File: src/rtl/rbb_pkg.sv
package rbb_pkg;

	localparam int COORD_W           = 32;
	localparam int TRIG_W            = 16;
	localparam int KW                = TRIG_W + 1;
	localparam int TRIG_FRACTION_DEF = 14;
	localparam int QUEUE_DEPTH       = 2;
	localparam int LANES             = 3;
	localparam int CFG_IDX_W         = 2;
	localparam int CFG_DATA_W        = TRIG_W;

	typedef logic signed [COORD_W-1:0] coord_t;
	typedef logic signed [TRIG_W-1:0]  trig_t;
	typedef logic signed [KW-1:0]      coef_t;

	localparam trig_t COSINE_RESET = trig_t'(16384);

	typedef enum logic [1:0] {
		AXIS_ROLL  = 2'd0,
		AXIS_PITCH = 2'd1,
		AXIS_YAW   = 2'd2,
		AXIS_NONE  = 2'd3
	} axis_t;

	typedef enum logic [CFG_IDX_W-1:0] {
		REG_AXIS   = 2'd0,
		REG_SINE   = 2'd1,
		REG_COSINE = 2'd2
	} reg_index_t;

	typedef struct packed {
		logic   box_present;
		coord_t low_x;
		coord_t low_y;
		coord_t low_z;
		coord_t high_x;
		coord_t high_y;
		coord_t high_z;
	} box_t;

	typedef struct packed {
		logic   result_present;
		coord_t bound_low_x;
		coord_t bound_low_y;
		coord_t bound_low_z;
		coord_t bound_high_x;
		coord_t bound_high_y;
		coord_t bound_high_z;
	} bound_t;

	typedef struct packed {
		logic   pass;
		coord_t a_lo;
		coord_t a_hi;
		coord_t b_lo;
		coord_t b_hi;
		coef_t  ka;
		coef_t  kb;
	} lane_t;

	typedef struct packed {
		logic                  present;
		lane_t [LANES-1:0]     lane;
	} entry_t;

endpackage

File: src/rtl/rbb_queue.sv
module rbb_queue import rbb_pkg::*; #(
	parameter int WIDTH = $bits(entry_t),
	parameter int DEPTH = QUEUE_DEPTH
) (
	input  logic             clk,
	input  logic             arst_n,
	input  logic             push,
	input  logic [WIDTH-1:0] push_data,
	output logic             full,
	input  logic             pop,
	output logic [WIDTH-1:0] pop_data,
	output logic             not_empty
);

	localparam int AW = (DEPTH > 1) ? $clog2(DEPTH) : 1;
	localparam int CW = $clog2(DEPTH + 1);

	logic [WIDTH-1:0] slot_q [DEPTH];
	logic [AW-1:0]    wr_ptr_q;
	logic [AW-1:0]    rd_ptr_q;
	logic [CW-1:0]    count_q;
	logic             do_push;
	logic             do_pop;

	assign full      = (count_q == CW'(DEPTH));
	assign not_empty = (count_q != '0);
	assign do_push   = push && !full;
	assign do_pop    = pop && not_empty;
	assign pop_data  = slot_q[rd_ptr_q];

	always_ff @(posedge clk) begin
		if (do_push) begin
			slot_q[wr_ptr_q] <= push_data;
		end
	end

	always_ff @(posedge clk or negedge arst_n) begin
		if (!arst_n) begin
			wr_ptr_q <= '0;
			rd_ptr_q <= '0;
			count_q  <= '0;
		end else begin
			if (do_push) begin
				wr_ptr_q <= (wr_ptr_q == AW'(DEPTH - 1)) ? '0 : wr_ptr_q + 1'b1;
			end
			if (do_pop) begin
				rd_ptr_q <= (rd_ptr_q == AW'(DEPTH - 1)) ? '0 : rd_ptr_q + 1'b1;
			end
			case ({do_push, do_pop})
				2'b10:   count_q <= count_q + 1'b1;
				2'b01:   count_q <= count_q - 1'b1;
				default: count_q <= count_q;
			endcase
		end
	end

endmodule

File: config.mk
export PLATFORM = sky130hd
export DESIGN_NAME = rbb_queue
export DESIGN_NICKNAME = d
export VERILOG_FILES = /design/src/rtl/rbb_pkg.sv /design/src/rtl/rbb_queue.sv
export SDC_FILE = /design/constraint.sdc
export NUM_CORES = 1
export LEC_CHECK = 0
export BUFFER_PORTS_ARGS = -buffer_cell sky130_fd_sc_hd__buf_2
export CAP_MARGIN = 20
export CELL_PAD_IN_SITES_DETAIL_PLACEMENT = 1
export CELL_PAD_IN_SITES_GLOBAL_PLACEMENT = 2
export CORE_AREA = 2 2 381 383
export CTS_BUF_LIST = sky130_fd_sc_hd__clkbuf_8 sky130_fd_sc_hd__clkbuf_16
export CTS_CLUSTER_SIZE = 24
export DETAILED_ROUTE_END_ITERATION = 10
export DIE_AREA = 0 0 383 385
export GPL_ROUTABILITY_DRIVEN = 0
export PLACE_DENSITY = 0.58
export RECOVER_POWER = 25
export SYNTH_ARGS = -nofsm -noshare
export SYNTH_HDL_FRONTEND = slang
export SYNTH_SLANG_ARGS = --single-unit
File: constraint.sdc
create_clock -name clk -period 25 [get_ports clk]
set_input_delay 1.25 -clock clk [delete_from_list [all_inputs] [get_ports clk]]
set_output_delay 1.25 -clock clk [all_outputs]
set_load 0.01 [all_outputs]
==> Word-level counts from Yosys, hierarchy flattened <==
Memories as Yosys holds them, arrays and structs flattened.
Index checks and enable logic that the tools add are counted.
{ "totals": {"register_bits": 4, "mem_bits_rw": 980, "inputBits": 494, "out_inout_bits": 492, "word_cells": 21, "mem_count": 1} }
{ "op_classes": {"add_sub_neg": 4, "eq_ne": 3, "muxes": 5, "n_reduce_logical": 5} }
{ "memory_table": {"columns": ["memory", "words", "word_bits", "rd", "rd_ports_with_merged_regs", "write_ports", "line", "rtl"], "rows": [
  ["slot_q", 2, 490, 1, 0, 1, "rbb_queue.sv:18", "logic [WIDTH-1:0] slot_q [DEPTH];"]
]} }
{ "op_table": {"columns": ["operator", "n"], "rows": [
  ["== test 2 bit, second input constant", 2],
  ["two-way mux 1 bit", 4],
  ["case mux 2 bit (2 select lines)", 1],
  ["nonzero test 2 bit", 2],
  ["adder 1 bit, second input constant", 2],
  ["adder 2 x 1 -> 2 bit, second input constant", 1],
  ["== test 2 x 1 -> 1 bit, second input constant", 1],
  ["logical AND 1 bit", 2],
  ["subtractor 2 x 1 -> 2 bit, second input constant", 1],
  ["zero test 1 bit", 1]
]} }

==> Logic depth before layout (Yosys ltp) <==
{ "logic_depth": {"word_depth": 5, "depth_mapped": 6, "depth_no_buf": 6} }

==> Worst setup path before layout <==
No wires, ideal clock.
{ "synth_timing": {"path_kind": "input port to flip-flop", "start": "input port push", "end": "memory slot_q[0][0] (netlist name), enable pin", "setup_ns": 1.354, "t_arrival_ns": 21.610, "t_required_ns": 23.646, "setup_slack_ns": 2.036, "stages": 2, "path_buffers": 0, "cell_sequence": "nand2_1 -> nor2_1"} }
{ "synth_via": {"elab_chain_len": 3} }
{ "synth_rtl": {"columns": ["item", "line", "rtl"], "rows": [
  ["start: declaration", "rbb_queue.sv:7", "input logic push,"],
  ["logical AND 1 bit", "rbb_queue.sv:27", "assign do_push = push && !full;"],
  ["two-way mux 1 bit", "rbb_queue.sv:32", "if (do_push) begin"],
  ["two-way mux 1 bit (implied by the code)", "rbb_queue.sv:33", "slot_q[wr_ptr_q] <= push_data;"],
  ["end: declaration", "rbb_queue.sv:18", null]
]} }
Every way passes these cells.

==> Worst setup path after layout <==
{ "layout_timing": {"start": "register rd_ptr_q", "end": "output port pop_data[384]"} }
{ "layout_via": {"elab_chain_len": 1} }
{ "layout_rtl": {"columns": ["item", "line", "rtl"], "rows": [
  ["start: declaration", "rbb_queue.sv:20", "logic [AW-1:0] rd_ptr_q;"],
  ["start signal: assignment", "rbb_queue.sv:47", "rd_ptr_q <= (rd_ptr_q == AW'(DEPTH - 1)) ? '0 : rd_ptr_q + 1'b1;"],
  ["memory (2 x 490 bit)", null, null],
  ["end: declaration", "rbb_queue.sv:11", "output logic [WIDTH-1:0] pop_data,"]
]} }
Every way passes these cells.

==> metrics.csv <==
metric,value,unit
outcome,finished clean,
cts_resized,0,
syn_inst,1543,
path_depth,5,
clk_path_buf_depth,3,
irDropWorstVdd,86.19,uV
fin_skew,0.02869,ns
synth_largest_area_cell,edfxtp_1,
first_pass_iters,5,
dieArea,147500,sq um
cts_tree,yes,
cp-end-kind,output port,
ant_nets,0,
power.density,120.8,nW/um^2
cts_buffers,109,
core-area,143100,sq um
route.detailed.drc,0,
antenna_found_initial,106,
vias,19200,
avgRoutedWirePerCell,24.59,um
yosys.cell_count.top_type,edfxtp_1,
synth_top_cell_area_share,82.30,%
cp_num_buf_inv,4,
cts_sinks,984,
ys_async_sr_fraction,0.4065,%
syn_avg_cell_area,23.17,sq um
seq_area_frac_synth,82.58,%
placementRows,139,
initial_core_util,24.98,%
grt_setup_unrepaired,no,
fin_ws,18.60,ns
syn_nets,2038,
clockRootBuffer,clkbuf_16,
max-slew-margin-rel,23.19,%
path_delay_family,buffers and inverters,
synth_area_leaders,"edfxtp_1 (82%), mux2_2 (15%), buf_6 (1.7%)",
grt_overflow,0,
max_freq,156.2,MHz
hold_buffers,0,
area_delta_synth_final,28.96,%
slew_viol_final,0,
synth_common_cells,"edfxtp_1 (980), mux2_2 (490), buf_6 (54)",
synth_edf_count,980,
period_minus_slack,6.401,ns
synth_cell_types,15,
path_cells,buf_4 -> buf_4 -> buf_4 -> mux2_2 -> buf_2,
num-fill-cells,14810,
dieHeight,385,um
htree_levels,3,
port_buffers,985,
postCtsSetupBuffers,0,
syn_area,35760,sq um
cp.arrival,5.15,ns
yosysWarnings,0,
clk_pin_slew_worst_paths,0.06,ns
grt_max_degree,163,
grt_pass1_wl,155500,um
dp_slack,19.21,ns
crit_slowest_cell,dfrtp_4,
ys_seq_elements,984,
hold_viol,0,
path_max_fanout,80,
track_usage,14.87,%
layout-drive-gt1-share,54.49,%
wl,113900,um
grt_pass1_vias,20920,
fin_crit_sh,25.60,%
die_x,383,um
cap_violations,0,
critPathRequiredTime,23.75,ns
worstSetupStartpointType,flip-flop,
multi_input_area,5623,sq um
drt-initial-drc-count,929,
vias_per_cell,4.147,
hpwl,85020,um
fin_nets,3099,
fin_area,46110,sq um
tns,0,ns
crit_path_frequent_cell,buf_4,
synth_ff_type,edfxtp_1,
regArea,29530,sq um
tightest_slew,1.152,ns
hold_class,in -> async,
max_stage_delay,1.09,ns
clk_latency,0.70,ns
io_pins,986,
leakagePower,16.41,nW
place_area,42640,sq um
setup_viol,0,
hold_ws,0.3845,ns
criticalPathCategory,reg -> out,
worstRegToRegCells,6,
==> metrics by stage <==
| stage | power, mW | instances | util [%] |
|---|---|---|---|
| 6_report | 5.568 | 4630 | 32.21 |
| 3_3_place_gp | 4.013 | 4396 | 29.79 |
| 5_1_grt | 5.841 | 4618 | 32.19 |
| 2_1_floorplan | 3.645 | 1543 | - |
| 4_1_cts | 5.676 | 4595 | 32.32 |
| 3_5_place_dp | 4.040 | 4396 | 29.79 |
==> path summary, 6_finish.rpt <==
| path | from | end | slack [ns] |
|---|---|---|---|
| worst max-delay path | rd_ptr_q | pop_data[384] | 18.60 |
| worst min-delay path | arst_n | wr_ptr_q | 0.38 |
| worst max register to register | count_q[0] | slot_q[1][410] | 20.22 |
| worst min register to register | count_q[1] | count_q[1] | 0.51 |
| max in group asynchronous | arst_n | rd_ptr_q | 24.39 |
| min in group clk | count_q[1] | count_q[1] | 0.51 |
==> flip-flops by register name, summed over array words and instances (netlist names) <==
register / cells
slot_q: 980
count_q: 2
rd_ptr_q: 1
wr_ptr_q: 1
==> worst register-to-register path: cells and delay by family, from the launching register on <==
family,cells,cell delay [ns]
buffers and inverters,4,3.13
flip-flops,1,0.40
AND/OR/NAND/NOR,2,0.87
==> cell usage in the layout (no fill, tap or decap), drive strengths merged <==
master / count
nor2: 2
clkinvlp: 6
clkinv: 43
mux2: 490
xnor2: 3
ha: 1
bufinv: 12
diode: 35
edfxtp: 980
clkbuf: 300
xor2: 2
and3: 1
nand2: 1
dfrtp: 4
or2: 1
nand2b: 1
buf: 817
inv: 27
and2: 1
==> cells by family after synthesis <==
family / share of synthesized area (%)
flip-flops: 82.58
multiplexers: 15.43
buffers and inverters: 1.725
AND/OR/NAND/NOR: 0.1015
XOR/XNOR: 0.1225
adder cells (fa/ha/maj): 0.03499
==> where the power goes <==
group	internal [mW]	total, mW	switching [mW]
Clock	0.938	1.60	0.663
Sequential	2.26	2.38	0.120
Combinational	0.656	1.59	0.931
Total	3.85	5.57	1.71
==> final cells by class <==
cell class,instances,share of cell area [%]
Clock buffer,112,6.078
Timing Repair Buffer,1005,10.56
Sequential cell,984,64.05
Tap cell,1903,5.164
Antenna cell,35,0.1899
Multi-Input combinational cell,503,12.19
Clock inverter,87,1.756
Inverter,1,0.008141
==> per-layer routing <==
layer,up-vias,track usage (%),routed length [um],share of wire (%)
met1,9580,14.75,37890,33
met3,304,7.495,12880,11
li1,8370,-,-,-
met5,-,0,192,0.17
met2,914,26.14,58700,52
met4,34,6.263,4211,3.7
Note: power is estimated with default switching activity, not from simulation.
