[config.mk]
export PLATFORM = sky130hd
export DESIGN_NAME = rbb_front
export DESIGN_NICKNAME = d
export VERILOG_FILES = /design/src/rtl/rbb_pkg.sv /design/src/rtl/rbb_front.sv
export SDC_FILE = /design/constraint.sdc
export NUM_CORES = 1
export LEC_CHECK = 0
export BUFFER_PORTS_ARGS = -buffer_cell sky130_fd_sc_hd__buf_2
export CAP_MARGIN = 20
export CORE_AREA = 4 4 270 272
export CTS_CLUSTER_DIAMETER = 100
export DETAILED_ROUTE_END_ITERATION = 12
export DIE_AREA = 0 0 274 276
export MAX_ROUTING_LAYER = met4
export PLACE_DENSITY_LB_ADDON = 0.2
export RECOVER_POWER = 100
export SLEW_MARGIN = 0
export SYNTH_ARGS = -nofsm -noshare
export SYNTH_HDL_FRONTEND = slang
export SYNTH_SLANG_ARGS = --single-unit
[constraint.sdc]
create_clock -name clk -period 3.3 [get_ports clk]
set_input_delay 0.66 -clock clk [delete_from_list [all_inputs] [get_ports clk]]
set_output_delay 0.66 -clock clk [all_outputs]
set_load 0.005 [all_outputs]
[src/rtl/rbb_pkg.sv]
package rbb_pkg;

	localparam int COORD_W           = 32;
	localparam int TRIG_W            = 16;
	localparam int KW                = TRIG_W + 1;
	localparam int TRIG_FRACTION_DEF = 14;
	localparam int QUEUE_DEPTH       = 2;
	localparam int LANES             = 3;
	localparam int CFG_IDX_W         = 2;
	localparam int CFG_DATA_W        = TRIG_W;

	typedef logic signed [COORD_W-1:0] coord_t;
	typedef logic signed [TRIG_W-1:0]  trig_t;
	typedef logic signed [KW-1:0]      coef_t;

	localparam trig_t COSINE_RESET = trig_t'(16384);

	typedef enum logic [1:0] {
		AXIS_ROLL  = 2'd0,
		AXIS_PITCH = 2'd1,
		AXIS_YAW   = 2'd2,
		AXIS_NONE  = 2'd3
	} axis_t;

	typedef enum logic [CFG_IDX_W-1:0] {
		REG_AXIS   = 2'd0,
		REG_SINE   = 2'd1,
		REG_COSINE = 2'd2
	} reg_index_t;

	typedef struct packed {
		logic   box_present;
		coord_t low_x;
		coord_t low_y;
		coord_t low_z;
		coord_t high_x;
		coord_t high_y;
		coord_t high_z;
	} box_t;

	typedef struct packed {
		logic   result_present;
		coord_t bound_low_x;
		coord_t bound_low_y;
		coord_t bound_low_z;
		coord_t bound_high_x;
		coord_t bound_high_y;
		coord_t bound_high_z;
	} bound_t;

	typedef struct packed {
		logic   pass;
		coord_t a_lo;
		coord_t a_hi;
		coord_t b_lo;
		coord_t b_hi;
		coef_t  ka;
		coef_t  kb;
	} lane_t;

	typedef struct packed {
		logic                  present;
		lane_t [LANES-1:0]     lane;
	} entry_t;

endpackage

[src/rtl/rbb_front.sv]
module rbb_front import rbb_pkg::*; (
	input  logic                  clk,
	input  logic                  arst_n,
	input  logic                  cfg_valid,
	output logic                  cfg_ready,
	input  logic [CFG_IDX_W-1:0]  cfg_index,
	input  logic [CFG_DATA_W-1:0] cfg_data,
	input  box_t                  box,
	output entry_t                entry
);

	axis_t axis_q;
	trig_t sine_q;
	trig_t cosine_q;
	coef_t k_cos;
	coef_t k_sin;
	coef_t k_nsin;
	lane_t pass_x;
	lane_t pass_y;
	lane_t pass_z;

	function automatic lane_t mix_lane(coord_t a_lo, coord_t a_hi, coord_t b_lo, coord_t b_hi,
		coef_t ka, coef_t kb);
		lane_t l;
		l.pass = 1'b0;
		l.a_lo = a_lo;
		l.a_hi = a_hi;
		l.b_lo = b_lo;
		l.b_hi = b_hi;
		l.ka   = ka;
		l.kb   = kb;
		return l;
	endfunction

	function automatic lane_t pass_lane(coord_t lo, coord_t hi);
		lane_t l;
		l.pass = 1'b1;
		l.a_lo = lo;
		l.a_hi = hi;
		l.b_lo = '0;
		l.b_hi = '0;
		l.ka   = '0;
		l.kb   = '0;
		return l;
	endfunction

	assign cfg_ready = 1'b1;

	always_ff @(posedge clk or negedge arst_n) begin
		if (!arst_n) begin
			axis_q   <= AXIS_ROLL;
			sine_q   <= '0;
			cosine_q <= COSINE_RESET;
		end else if (cfg_valid && cfg_ready) begin
			case (cfg_index)
				REG_AXIS:   axis_q   <= axis_t'(cfg_data[1:0]);
				REG_SINE:   sine_q   <= cfg_data;
				REG_COSINE: cosine_q <= cfg_data;
				default: ;
			endcase
		end
	end

	assign k_cos  = KW'(cosine_q);
	assign k_sin  = KW'(sine_q);
	assign k_nsin = -k_sin;

	assign pass_x = pass_lane(box.low_x, box.high_x);
	assign pass_y = pass_lane(box.low_y, box.high_y);
	assign pass_z = pass_lane(box.low_z, box.high_z);

	always_comb begin
		entry.present = box.box_present;
		case (axis_q)
			AXIS_ROLL: begin
				entry.lane[0] = pass_x;
				entry.lane[1] = mix_lane(box.low_y, box.high_y, box.low_z, box.high_z,
					k_cos, k_sin);
				entry.lane[2] = mix_lane(box.low_y, box.high_y, box.low_z, box.high_z,
					k_nsin, k_cos);
			end
			AXIS_PITCH: begin
				entry.lane[0] = mix_lane(box.low_x, box.high_x, box.low_z, box.high_z,
					k_cos, k_sin);
				entry.lane[1] = pass_y;
				entry.lane[2] = mix_lane(box.low_x, box.high_x, box.low_z, box.high_z,
					k_nsin, k_cos);
			end
			AXIS_YAW: begin
				entry.lane[0] = mix_lane(box.low_x, box.high_x, box.low_y, box.high_y,
					k_cos, k_sin);
				entry.lane[1] = mix_lane(box.low_x, box.high_x, box.low_y, box.high_y,
					k_nsin, k_cos);
				entry.lane[2] = pass_z;
			end
			default: begin
				entry.lane[0] = pass_x;
				entry.lane[1] = pass_y;
				entry.lane[2] = pass_z;
			end
		endcase
	end

endmodule

---- After elaboration in Yosys (flattened, before gate mapping) ----
Index checks and enable logic that the tools add are counted.
cells by class
  equal/unequal tests ..................... 4
  bitwise gates (word level) .............. 0
  div/mod/pow operators ................... 0
  reduce and logical (&&, ||, !) cells .... 5
  shifts and indexed selects .............. 0
  order comparisons ....................... 0
  multipliers ............................. 0
  add/subtract/negate cells ............... 1
  multiplexer cells ....................... 1
operator list
  kind                number
  $pmux 489 s3        1
  $neg 16->17         1
  $reduce_and 2->1    3
  $eq 2x1->1 const B  2
  $eq 2x2->1 const B  2
  $logic_not 2->1     2
word-level totals
  latch bits .............................. 0
  bits in read-only memories .............. 0
  bits in writable memories ............... 0
  output and inout port bits .............. 491
  memories ................................ 0
  flip-flop bits (word level) ............. 34

---- Longest topological paths before layout ----
  word-level depth ........................ 2
  mapped depth ............................ 9
  mapped depth without buffers ............ 6

---- Least setup slack after synthesis ----
Ideal clock, no wire load.
  path kind ............................... register to output
  from .................................... register axis_q[1]
  to ...................................... output port entry[342] (netlist name)
  required time ........................... 2.640 ns
  cell stages (with the launch flop) ...... 10
  slack ................................... 0.817 ns
  arrival time ............................ 1.823 ns
  buffers on the path ..................... 4
  cell sequence ........................... dfrtp_1 > inv_1 > ha_1 > clkbuf_1 > nor2_1 > nor2_1 > clkbuf_1 > clkbuf_1 > and2_1 > buf_4
RTL lines
  item                    RTL line         RTL
  from (decl)             rbb_front.sv:12  axis_t axis_q;
  from (signal assigned)  rbb_front.sv:56  REG_AXIS: axis_q <= axis_t'(cfg_data[1:0]);
  to (decl)               rbb_front.sv:9   output entry_t entry

==> flow_summary.json <==
{
  "hpwlAfterDp_mm": 39.7,
  "drt_iter0_markers": 518,
  "start_util_pct": 9.56,
  "clk_latency_ns": 0.28,
  "ys_ff_latch": 34,
  "setup_viol": 0,
  "final-max-slew-violation-count": 35,
  "worst_ep_required_time_ns": 2.64,
  "htreeDepth": 2,
  "drcViolationCount": 0,
  "p_per_area_mw_per_mm2": 472,
  "netlist_instances": 1069,
  "post_drt_wl_per_cell_um": 20.1,
  "grt_max_degree": 89,
  "fillers": 8461,
  "via_per_inst": 3.99,
  "antenna_found_initial": 4,
  "synth_top_area_cell": "nand2_1",
  "numPortBuffers": 701,
  "setup_tns_ns": 0,
  "met1Wirelength_mm": 20.0,
  "violations": "max-capacitance violations, max-slew violations",
  "syn_avg_cell_area_um2": 6.33,
  "clock_sinks": 34,
  "seq_area_frac_synth_pct": 12.6,
  "syn2layout_area_growth_pct": 56.6,
  "layout.nets": 1849,
  "ctsHoldBuffers": 0,
  "root_buffer": "clkbuf_16",
  "p_sw_w": 0.00274,
  "top_layer": "met4",
  "cts_buffers": 5,
  "crit_type": "flop to primary output",
  "track_usage_pct": 12.9,
  "multi_input_area_mm2": 0.00503,
  "yosys-top-cells-area": "nand2_1, dfrtp_1, and2_1, a22o_1, a21oi_1",
  "place_inst": 2568,
  "combPwrFrac_pct": 77.0,
  "relSlewSlack_pct": -30.1,
  "fin_skew_ns": 0,
  "grt_pass1_vias": 10500,
  "fin_ws_ns": 0.130,
  "wl_mm": 52.0,
  "seq_area_um2": 852,
  "holdCritPathClass": "flop to flop",
  "critPathArrivalTime_ns": 2.51,
  "synth_top_area_share_pct": 14.8,
  "timing.fmax_mhz": 315,
  "cts_tree": "done",
  "rsz0062_at_grt": "false",
  "die-width_um": 274,
  "start_kind": "flop",
  "gr-total-overflow": 0,
  "gp_congestion": 0.889,
  "power.leakage_nw": 4.32,
  "io-pin-count": 705,
  "max-clock-path-buffers": 2,
  "chipHeight_um": 276,
  "swShare_pct": 54.8,
  "cp_max_fo": 88,
  "ir_drop_mv": 0.256,
  "row_count": 98,
  "wl_met2_mm": 27.1,
  "final_cells": 2584,
  "grt_pass1_wl_mm": 73.1,
  "syn_area_mm2": 0.00676,
  "drive_above_1_share_pct": 25.6,
  "clkTransAtPathRegs_ns": 0.06,
  "num_vias": 10300,
  "cap_violations": 1,
  "worstMarginPinSlew_ns": 1.95,
  "internal_power_w": 0.00226,
  "synthDistinctLibCells": 37,
  "met3_length_mm": 4.00,
  "hold_violations": 0,
  "yosysWarnings": 0,
  "synth_fp_nets": 1288,
  "post-route-min-period_ns": 3.17,
  "core_area_mm2": 0.0708,
  "final_antenna_net_count": 0,
  "p_clk_share_pct": 9.4,
  "fin_crit_sh_pct": 96.1,
  "first_pass_iters": 5,
  "status": "finished with violations",
  "crit_path_end_kind": "primary output",
  "die-area_mm2": 0.0756,
  "seqPwrFrac_pct": 13.6,
  "whs_ns": 0.616,
  "post-place-ws_ns": 0.167
}
## flip-flops by register name, indices dropped and copies added, names as in the netlist
register  flops
axis_q        2
sine_q       16
cosine_q     16
## critical path: stages (launching register included)
cell	delay, ns
dfrtp_1	0.44
inv_1	0.21
ha_4	0.18
buf_4	0.29
nor2_1	0.15
nor2_4	0.13
buf_12	0.35
and2_1	0.28
buf_2	0.15
## logic make-up (layout without fill, tap and decap cells)
| logic type | count (synthesis) | in the layout | synth area share (%) |
|---|---|---|---|
| DFF | 34 | 34 | 12.6 |
| AOI/OAI and AO/OA | 357 | 357 | 33.6 |
| muxes | 32 | 32 | 5.33 |
| other | 1 | 4 | 0.0555 |
| buffers and inverters | 183 | 744 | 14.3 |
| adders and majority gates | 5 | 5 | 0.925 |
| xor gates and xnor gates | 13 | 13 | 1.68 |
| and+or+nand+nor | 444 | 445 | 31.5 |
## layout make-up
type / instances / area share, %
Timing Repair Buffer: 730 / 31.6
Antenna cell: 3 / 0.0709
Clock inverter: 2 / 0.142
Sequential cell: 34 / 8.05
Multi-Input combinational cell: 853 / 47.5
Clock buffer: 6 / 1.22
Tap cell: 950 / 11.2
Inverter: 6 / 0.213
## what timing repair did
action | 4_1_cts | 5_1_grt
setup endpoints to repair | 48 | 40
buffers inserted | 0 | 4
gates cloned | 1 | 0
resized for setup | 2 | 2
## cells in the final DEF, fill, tap and decap left out, drive strengths merged, types with 2 or more instances in the layout
master / synthesis / final
nor3b: 3 / 3
nand2b: 2 / 2
nor2: 24 / 24
clkinvlp: 0 / 2
ha: 5 / 5
a22o: 80 / 80
nand3b: 2 / 2
or4: 2 / 2
nand3: 3 / 3
a22oi: 73 / 73
nor3: 5 / 5
xor2: 3 / 3
a21oi: 130 / 130
inv: 6 / 6
buf: 79 / 346
and2: 118 / 118
xnor2: 10 / 10
or2: 3 / 4
nor4: 7 / 7
dfrtp: 33 / 33
mux2: 32 / 32
nand2: 267 / 267
or3: 3 / 3
nor2b: 2 / 2
o21ai: 73 / 73
clkbuf: 98 / 390
diode: 0 / 3
## stage by stage
stage               total power, W  area [µm²]  utilization [%]
floorplan                  0.00254        6760                -
global placement           0.00477       10800             15.3
detailed placement         0.00472       10800             15.3
CTS                        0.00524       11000             15.5
global route               0.00543       10600             15.0
finish                     0.00499       10600             15.0
## synth_stat cells, drive strengths merged
cell    count
nor2       24
nand3b      2
nor2b       2
or2         3
a211o       1
o21ai      73
nand4       1
nor4        7
dfrtp      33
a21oi     130
mux2       32
xnor2      10
or3         3
conb        1
nor4b       1
buf        79
nand2b      2
and2      118
ha          5
xor2        3
a22o       80
or4         2
or4b        1
nor3b       3
dfstp       1
clkbuf     98
nand3       3
a22oi      73
nor3        5
inv         6
nand2     267
## power groups by stage
stage	clock, W	sequential (W)	combinational (W)
2_1_floorplan	0	0.000575	0.00197
3_3_place_gp	0	0.000685	0.00408
3_5_place_dp	0	0.000685	0.00403
4_1_cts	0.000484	0.000680	0.00408
5_1_grt	0.000500	0.000689	0.00424
6_report	0.000469	0.000678	0.00385
## layer usage
layer,vias up,GRT usage (%)
met5,-,-
met4,0,2.47
met3,52,2.48
met2,517,24.3
met1,4984,14.2
li1,4769,-
## path summary, 6_finish.rpt
path / cells after the start / endpoint / slack (ns) / from
max reg2reg: 1 / sine_q[7] / 2.10 / sine_q[7]
min reg2reg: 1 / cosine_q[11] / 0.62 / cosine_q[11]
min in group asynchronous: 1 / cosine_q[8] / 0.90 / arst_n
min: 1 / cosine_q[11] / 0.62 / cosine_q[11]
max: 8 / entry[380] / 0.13 / axis_q[0]
max in group asynchronous: 1 / cosine_q[7] / 1.25 / arst_n
Note: power is estimated with default switching activity, not from simulation.
